File: src/rtl/core/lnasm_pkg.sv
// Shared constants and types for the line assembler.
// No dependencies; imported by line_assembler_with_overflow_modes.
package lnasm_pkg;

  localparam int LINE_CAPACITY = 64;
  localparam int ADDR_W        = (LINE_CAPACITY > 1) ? $clog2(LINE_CAPACITY) : 1;
  localparam int CNT_W         = $clog2(LINE_CAPACITY + 1);

  localparam logic [7:0] CH_CR = 8'h0D;
  localparam logic [7:0] CH_LF = 8'h0A;

  localparam logic [2:0] ST_OK    = 3'd0;
  localparam logic [2:0] ST_EOF   = 3'd1;
  localparam logic [2:0] ST_ERROR = 3'd2;
  localparam logic [2:0] ST_LAST  = 3'd4;

  typedef enum logic [1:0] {
    S_IDLE,
    S_SINGLE,
    S_WAIT,
    S_OUT
  } state_t;

  typedef enum logic [1:0] {
    ACT_NONE,
    ACT_SINGLE,
    ACT_RUN
  } action_t;

endpackage

File: src/rtl/core/line_assembler_with_overflow_modes.sv
// Line assembler: collects stream bytes into a line store and emits lines.
// Depends on lnasm_pkg for capacity, character and status constants.
//
// One input item is taken per cycle while no result is being produced. An
// item that yields a single result (status report or empty chunk) waits for
// its output load; a line is read back from the line store one character at
// a time, each through a memory read step and then an output load step, and
// the next item is accepted once the last one is loaded. A stalled output
// stretches each output load. The line store needs no clearing after reset.
module line_assembler_with_overflow_modes (
  input  logic       clk,
  input  logic       rst,
  input  logic       cfg_we,
  input  logic       cfg_wdata,
  input  logic       in_valid,
  output logic       in_ready,
  input  logic [7:0] data_byte,
  input  logic [2:0] read_status,
  output logic       out_valid,
  input  logic       out_ready,
  output logic [7:0] line_char,
  output logic       no_char,
  output logic       last_of_line,
  output logic [2:0] line_status
);
  import lnasm_pkg::*;

  logic [7:0]        line_store [LINE_CAPACITY];
  logic [7:0]        rd_data;

  state_t            state, state_next;
  logic              overflow_mode;
  logic [CNT_W-1:0]  fill_count;
  logic              previous_complete;
  logic              discarding;
  logic [ADDR_W-1:0] emit_idx;
  logic [ADDR_W-1:0] emit_end;
  logic [2:0]        pend_status;

  logic              accept;
  logic              out_free;
  logic              out_load;
  logic              run_last;

  action_t           act;
  logic [2:0]        act_status;
  logic [ADDR_W-1:0] act_end;
  logic [CNT_W-1:0]  fill_next;
  logic              pc_next;
  logic              disc_next;
  logic              wr_en;

  logic [2:0]        status_n;
  logic              is_break;
  logic              pc_eff;
  logic [CNT_W-1:0]  fill_inc;

  assign accept   = in_valid && in_ready;
  assign out_free = !out_valid || out_ready;
  assign run_last = (emit_idx == emit_end);

  // Decide what the incoming item does to the line state.
  always_comb begin
    status_n   = (read_status > ST_LAST) ? ST_ERROR : read_status;
    is_break   = (data_byte == CH_CR) || (data_byte == CH_LF);
    pc_eff     = ((fill_count == '0) && overflow_mode) ? 1'b1 : previous_complete;
    fill_inc   = fill_count + CNT_W'(1);
    act        = ACT_NONE;
    act_status = ST_OK;
    act_end    = '0;
    fill_next  = fill_count;
    pc_next    = previous_complete;
    disc_next  = discarding;
    wr_en      = 1'b0;
    if (discarding) begin
      if (!(status_n == ST_OK && !is_break)) begin
        act       = ACT_RUN;
        act_end   = ADDR_W'(LINE_CAPACITY - 2);
        fill_next = '0;
        disc_next = 1'b0;
      end
    end else begin
      pc_next = pc_eff;
      if (status_n >= ST_ERROR) begin
        fill_next  = '0;
        act        = ACT_SINGLE;
        act_status = status_n;
      end else if (status_n == ST_EOF || is_break) begin
        if (fill_count == '0 && pc_eff) begin
          if (status_n == ST_EOF) begin
            act        = ACT_SINGLE;
            act_status = ST_EOF;
          end
        end else begin
          pc_next   = 1'b1;
          fill_next = '0;
          if (fill_count == '0) begin
            // Line end right after a split chunk: one empty chunk.
            act        = ACT_SINGLE;
            act_status = ST_OK;
          end else begin
            act     = ACT_RUN;
            act_end = ADDR_W'(fill_count - CNT_W'(1));
          end
        end
      end else begin
        wr_en     = 1'b1;
        fill_next = fill_inc;
        if (fill_inc == CNT_W'(LINE_CAPACITY)) begin
          pc_next = 1'b0;
          if (overflow_mode) begin
            disc_next = 1'b1;
          end else begin
            act       = ACT_RUN;
            act_end   = ADDR_W'(LINE_CAPACITY - 1);
            fill_next = '0;
          end
        end
      end
    end
  end

  // Next state.
  always_comb begin
    state_next = state;
    case (state)
      S_IDLE: begin
        if (accept) begin
          case (act)
            ACT_SINGLE: state_next = S_SINGLE;
            ACT_RUN:    state_next = S_WAIT;
            default:    state_next = S_IDLE;
          endcase
        end
      end
      S_SINGLE: begin
        if (out_free) state_next = S_IDLE;
      end
      S_WAIT: state_next = S_OUT;
      S_OUT: begin
        if (out_free) state_next = run_last ? S_IDLE : S_WAIT;
      end
      default: state_next = S_IDLE;
    endcase
  end

  // Control outputs.
  always_comb begin
    in_ready = 1'b0;
    out_load = 1'b0;
    case (state)
      S_IDLE:   in_ready = 1'b1;
      S_SINGLE: out_load = out_free;
      S_OUT:    out_load = out_free;
      default: begin
        in_ready = 1'b0;
        out_load = 1'b0;
      end
    endcase
  end

  always_ff @(posedge clk) begin
    if (rst) begin
      state             <= S_IDLE;
      overflow_mode     <= 1'b0;
      fill_count        <= '0;
      previous_complete <= 1'b1;
      discarding        <= 1'b0;
      out_valid         <= 1'b0;
      emit_idx          <= '0;
    end else begin
      state <= state_next;
      if (cfg_we) overflow_mode <= cfg_wdata;
      if (accept) begin
        fill_count        <= fill_next;
        previous_complete <= pc_next;
        discarding        <= disc_next;
        emit_idx          <= '0;
      end else if (state == S_OUT && out_load && !run_last) begin
        emit_idx <= emit_idx + ADDR_W'(1);
      end
      if (out_load) begin
        out_valid <= 1'b1;
      end else if (out_ready) begin
        out_valid <= 1'b0;
      end
    end
  end

  always_ff @(posedge clk) begin
    if (accept) begin
      emit_end    <= act_end;
      pend_status <= act_status;
    end
    if (out_load) begin
      if (state == S_OUT) begin
        line_char    <= rd_data;
        no_char      <= 1'b0;
        last_of_line <= run_last;
        line_status  <= ST_OK;
      end else begin
        line_char    <= 8'h00;
        no_char      <= 1'b1;
        last_of_line <= 1'b1;
        line_status  <= pend_status;
      end
    end
  end

  // Line store: written while assembling, read back while emitting.
  always_ff @(posedge clk) begin
    if (accept && wr_en) line_store[fill_count[ADDR_W-1:0]] <= data_byte;
    rd_data <= line_store[emit_idx];
  end

`ifndef NO_ASSERTIONS
  a_fill_in_range: assert property (@(posedge clk) disable iff (rst)
    (accept && !discarding) |-> (fill_count < CNT_W'(LINE_CAPACITY)))
    else $error("fill count reached capacity outside a discard");

  a_discard_full: assert property (@(posedge clk) disable iff (rst)
    discarding |-> (fill_count == CNT_W'(LINE_CAPACITY)))
    else $error("discarding without a full line store");

  a_run_ends: assert property (@(posedge clk) disable iff (rst)
    (state == S_OUT && out_load && run_last) |=> (state == S_IDLE && last_of_line))
    else $error("last character of a line did not end the run");

  a_run_chars: assert property (@(posedge clk) disable iff (rst)
    (state == S_OUT && out_load) |=> (!no_char && line_status == ST_OK))
    else $error("line character item carries a status");
`endif

endmodule

File: config.mk
export PLATFORM = sky130hd
export DESIGN_NAME = line_assembler_with_overflow_modes
export DESIGN_NICKNAME = d
export VERILOG_FILES = /design/src/rtl/core/lnasm_pkg.sv /design/src/rtl/core/line_assembler_with_overflow_modes.sv
export SDC_FILE = /design/constraint.sdc
export NUM_CORES = 1
export LEC_CHECK = 0
export ABC_AREA = 0
export BUFFER_PORTS_ARGS = -buffer_cell sky130_fd_sc_hd__buf_2
export CORE_MARGIN = 2
export CORE_UTILIZATION = 56
export DETAILED_ROUTE_END_ITERATION = 8
export PLACE_DENSITY = 0.75
export SLEW_MARGIN = 20
export SYNTH_ARGS = -nofsm -noshare
export SYNTH_HDL_FRONTEND = slang
export SYNTH_SLANG_ARGS = --single-unit
File: constraint.sdc
create_clock -name clk -period 2.7 [get_ports clk]
set_clock_uncertainty 0.1 [all_clocks]
set_input_delay 0.54 -clock clk [delete_from_list [all_inputs] [get_ports clk]]
set_output_delay 0.54 -clock clk [all_outputs]
set_load 0.01 [all_outputs]
# After elaboration in Yosys (flattened, before gate mapping)
# Memories as Yosys holds them, arrays and structs flattened. A register that Yosys moved wholly into a read port is not among the register bits.
# Cells that the tools add are included.
# totals
reg_bits,41
latchBits,0
ramBits,512
rom_bits,0
input_bits,17
mem_count,1
# memory_table
memory,words,width,rd,rd_ports_with_merged_regs,write_ports,line_no,source
line_store,64,8,1,1,1,line_assembler_with_overflow_modes.sv:28,logic [7:0] line_store [LINE_CAPACITY];
# classes
addsub,3
n_mul,0
n_div,0
order_cmp,2
n_eq_ne,15
shifts,0
n_mux,56
bitwise,1
reduce_logical,22
# ops
cell,n
$mux 7,7
$mux 6,8
$mux 2,12
$mux 1,23
$eq 8x4->1 const B,2
$mux 3,4
$ne 2x2->1 const B,4
$pmux 2 s4,1
$add 7x1->7 const B,1
$eq 7x7->1 const B,1
$logic_and 1x1->1,7
$logic_not 7->1,1
$add 6x1->6 const B,1
$eq 2x2->1 const B,3
$eq 6x6->1,1
$reduce_and 3->1,2
$sub 6x1->6 const B,1
$eq 2x1->1 const B,2
$ne 4x4->1 const B,1
$pmux 2 s2,1
$reduce_or 2->1,2
$eq 3x1->1 const B,1
$ge 3x2->1 const B,1
$gt 3x3->1 const B,1
7 further kinds,11

# Logic depth before layout (Yosys ltp)
# depth
depth_word,12
mapped_depth,10

# Worst setup path after synthesis
# No wires, ideal clock.
# synth_path
kind,input to register
start,input data_byte[0]
end,"memory line_store[36][0], enable pin"
setup_ns,0.383
t_arrival_ns,2.448
required_ns,2.217
slack_ns,-0.231
stages,6
path_buffers,1
cell_sequence,and3b_1 o211a_1 nor4_1 clkbuf_1 nand4_1 nor3_1
# synth_between
elab_chain_len,9
word_cells_on_any_way,10
classes_between,2 x eq/ne; 5 x mux; 3 x reduce/logical
# synth_lines
item,line_no,source
"start, declared",line_assembler_with_overflow_modes.sv:17,"input logic [7:0] data_byte,"
$eq 8x4->1,line_assembler_with_overflow_modes.sv:65,is_break = (data_byte == CH_CR) || (data_byte == CH_LF);
$logic_or 1x1->1 *,line_assembler_with_overflow_modes.sv:65,
$logic_or 1x1->1 *,line_assembler_with_overflow_modes.sv:88,end else if (status_n == ST_EOF || is_break) begin
$mux 1 *,line_assembler_with_overflow_modes.sv:88,
$mux 1 *,line_assembler_with_overflow_modes.sv:84,if (status_n >= ST_ERROR) begin
$mux 1 *,line_assembler_with_overflow_modes.sv:75,if (discarding) begin
$logic_and 1x1->1 *,line_assembler_with_overflow_modes.sv:212,if (accept && wr_en) line_store[fill_count[ADDR_W-1:0]] <= data_byte;
$mux 1 *,line_assembler_with_overflow_modes.sv:212,
$mux 1 (not written as such) *,line_assembler_with_overflow_modes.sv:212,
"end, declared",line_assembler_with_overflow_modes.sv:28,
# Every way passes the cells marked *; elsewhere a longest branch is shown, timed or not.

==> implementation parameters <==
Parameter                              Value

Outcome
  Status    finished, final reports clean

Clocking
  Clock slew at reported path FFs    0.06 ns
  # hold bufs at CTS    0
  TritonCTS clock tree    yes
  Max Root-Sink Buffers    3
  Post-CTS Setup Repair Bufs    0
  Worst-skew pair later-pin latency    0.59 ns
  Clock root buffer    sky130_fd_sc_hd__clkbuf_16
  TritonCTS Sinks    561
  Number of buffers inserted during clock tree synthesis    53
  Maximum level of the CTS H-tree    2

Logic synthesis
  Share of synthesized flip-flops with an asynchronous set or reset    0%
  Post-Syn Nets    1150
  Sequential fraction of the synthesis area    74.6%
  Biggest area consumer among synthesized cells    sky130_fd_sc_hd__edfxtp_1
  Syn. warnings    0
  Ranking of synthesized cells by area    sky130_fd_sc_hd__edfxtp_1, sky130_fd_sc_hd__mux4_2, sky130_fd_sc_hd__dfxtp_1
  Average cell area after synthesis    19.7 um^2
  Most frequent cells after synthesis    sky130_fd_sc_hd__edfxtp_1, sky130_fd_sc_hd__mux4_2, sky130_fd_sc_hd__nor2_1, sky130_fd_sc_hd__dfxtp_1, sky130_fd_sc_hd__o21ai_0
  Number of distinct library cells after synthesis    57
  Prevailing post-synth register cell    sky130_fd_sc_hd__edfxtp_1
  Count of flip-flops with a built-in enable after synthesis    534
  Share of the synthesized area in the top cell type    72.2%
  Post-Synthesis Cells    1128
  Post-synthesis instance area    0.0222 mm^2
  Library cell with the highest instance count after synthesis    sky130_fd_sc_hd__edfxtp_1
  Synthesis-stage register bit count    561

Placed design
  Gp weighted congestion    0.924
  # port buffers    31
  HPWL after DPL    33600 um

Timing
  Max Fclk    382 MHz
  Post-Route Hold Slack    0.124 ns
  Final min period    2.62 ns
  Unrepaired setup endpoints after global routing    no
  Worst Tran Pin Value    0.873 ns
  Final TNS setup    0 ns
  Slew Viols, Final    0
  Total count of hold-check failures in the final report    0
  Max-slew headroom at the worst pin    41.6%
  Share of the clock period used by the worst path after layout    96.9%
  Endpoints failing setup    0

Drt
  Iter 0 DRT Violations    1318
  Number of detailed-route iterations in the first pass    5
  WL final    52100 um
  Post-DRT Antenna Nets    0
  Metal-1 WL    19700 um
  Vias post-DR    11600
  Uppermost routed layer    met4
  Amount of wire on met2 after detailed routing    26000 um
  Via density per instance    6.40
  DRC violations left    0
  Sum of met3 wire segment lengths after detailed routing    4730 um
  Wirelength per Cell    28.7 um

Global routing
  Number of antenna violations at the first check in global routing    2
  Via count of the first global-routing pass    11700
  Maximum number of pins on one net before global-route repair    65
  Total Routing Usage GR    26.1%
  Wire length of the first global-routing pass    77700 um
  Total grt overflow    0

Worst setup path
  Data arrival time of the critical path    2.96 ns
  Slowest CP cell    sky130_fd_sc_hd__mux4_2
  Delay of the slowest critical-path stage    0.55 ns
  Maximum fanout count along the critical path    23
  CP Cell Sequence    buf_12 > buf_4 > mux4_2 > o22ai_1 > a2111oi_1 > buf_4 > or3_1
  Category of the worst setup path launch point    flip-flop
  Crit end category    flip-flop
  Worst path buffer plus inverter count    3
  Data required time of the worst path    3.04 ns
  Library cell appearing most often on the critical path    sky130_fd_sc_hd__buf_4
  Worst setup path class    flip-flop to flip-flop
  Worst path top cell family by delay    buffers and inverters

Power and ir drop
  Post-layout total power    17.2 mW
  Power density of the placed cells    677 mW/mm^2
  Peak supply drop    0.527 mV
  Static Leak    7.95 nW

Floorplan
  Full die area    0.0413 mm^2
  Standard-cell rows    72
  I/O pin count    32
  Floorplan die width    203 um
  Die outline height    203 um
  Effective utilization at floorplan    57.1%
  Core area    0.0389 mm^2

Worst hold path
  Hold WC Path Type    primary input to flip-flop

Layout
  # nets final    1281
  Ratio of cells with drive above 1 in the final layout    27.6%
  Area overhead of the layout relative to synthesis    14.1%

Run
  Max-cap viol count    0
[final timing paths]
path                                startpoint              to  slack (ns)  cells past startpoint
worst max-delay path               emit_idx[0]      rd_data[3]        0.08                      7
worst min-delay path                 cfg_wdata   overflow_mode        0.12                      3
worst max register to register     emit_idx[0]      rd_data[3]        0.08                      7
worst min register to register  pend_status[2]  line_status[2]        0.42                      1
[metal layers]
layer	vias to the layer above	global-route usage (%)
li1	4902	-
met5	-	0
met3	109	5.23
met4	0	8.71
met2	630	42.9
met1	5994	35.4
[through the flow]
step	setup slack (ns)	utilization, %	cells	area, um^2
2_1_floorplan	-0.115	-	1128	22200
3_3_place_gp	-0.350	60.7	1722	23600
3_5_place_dp	-0.454	60.7	1722	23600
4_1_cts	0.0310	65.0	1816	25300
5_1_grt	0.0000897	65.1	1816	25300
6_report	0.0845	65.1	1817	25400
[cell type report]
class | instances | area [um^2]
fill | 2561 | 13600
antenna | 1 | 2.50
clock buffer | 64 | 1420
multi-input combinational | 491 | 5280
tap | 518 | 648
clock inverter | 30 | 279
timing repair buffer | 137 | 1080
sequential | 561 | 16600
inverter | 15 | 56.3
[cells by family after synthesis]
group / Yosys count / synth area share (%)
XOR/XNOR: 16 / 0.631
adder cells (fa/ha/maj): 5 / 0.281
buffers and inverters: 76 / 1.92
multiplexers: 147 / 14.7
AO/OA/AOI/OAI: 102 / 3.05
flip-flops: 561 / 74.6
AND/OR/NAND/NOR: 221 / 4.80
[power breakdown]
group / total [mW] / switching, mW / internal, mW
logic: 0.313 / 0.240 / 0.0729
clock network: 7.30 / 3.09 / 4.21
registers: 9.56 / 0.0121 / 9.55
total: 17.2 / 3.35 / 13.8
[sequential cells by signal, indices dropped and copies added (netlist names)]
signal / flops
line_store: 512
line_char: 8
rd_data: 8
fill_count: 7
emit_end: 6
emit_idx: 6
line_status: 3
pend_status: 3
state: 2
discarding: 1
last_of_line: 1
no_char: 1
out_valid: 1
overflow_mode: 1
previous_complete: 1
[worst register-to-register path: stages (launching register included)]
cell	delay (ns)
sky130_fd_sc_hd__dfxtp_4	0.41
sky130_fd_sc_hd__buf_12	0.22
sky130_fd_sc_hd__buf_4	0.22
sky130_fd_sc_hd__mux4_2	0.55
sky130_fd_sc_hd__o22ai_1	0.27
sky130_fd_sc_hd__a2111oi_1	0.12
sky130_fd_sc_hd__buf_4	0.16
sky130_fd_sc_hd__or3_1	0.43
[placed cells by master (no fill, tap or decap), types with 15 or more instances in the layout]
cell type and instances:
sky130_fd_sc_hd__nand2_1 19, sky130_fd_sc_hd__dfxtp_1 24, sky130_fd_sc_hd__edfxtp_1 534, sky130_fd_sc_hd__mux4_1 20, sky130_fd_sc_hd__mux4_2 118, sky130_fd_sc_hd__clkbuf_16 55, sky130_fd_sc_hd__nor2_1 89, sky130_fd_sc_hd__o21ai_0 25
sky130_fd_sc_hd__nor2_2 15, sky130_fd_sc_hd__a21oi_1 23, sky130_fd_sc_hd__a22oi_1 16, sky130_fd_sc_hd__buf_4 96, sky130_fd_sc_hd__nor3_1 17, sky130_fd_sc_hd__buf_2 31
[repair_timing]
action	in CTS	in global routing
endpoints found under the setup margin	0	76
resized for setup	0	15
endpoints found under the hold margin	0	0
Note: power is estimated with default switching activity, not from simulation.
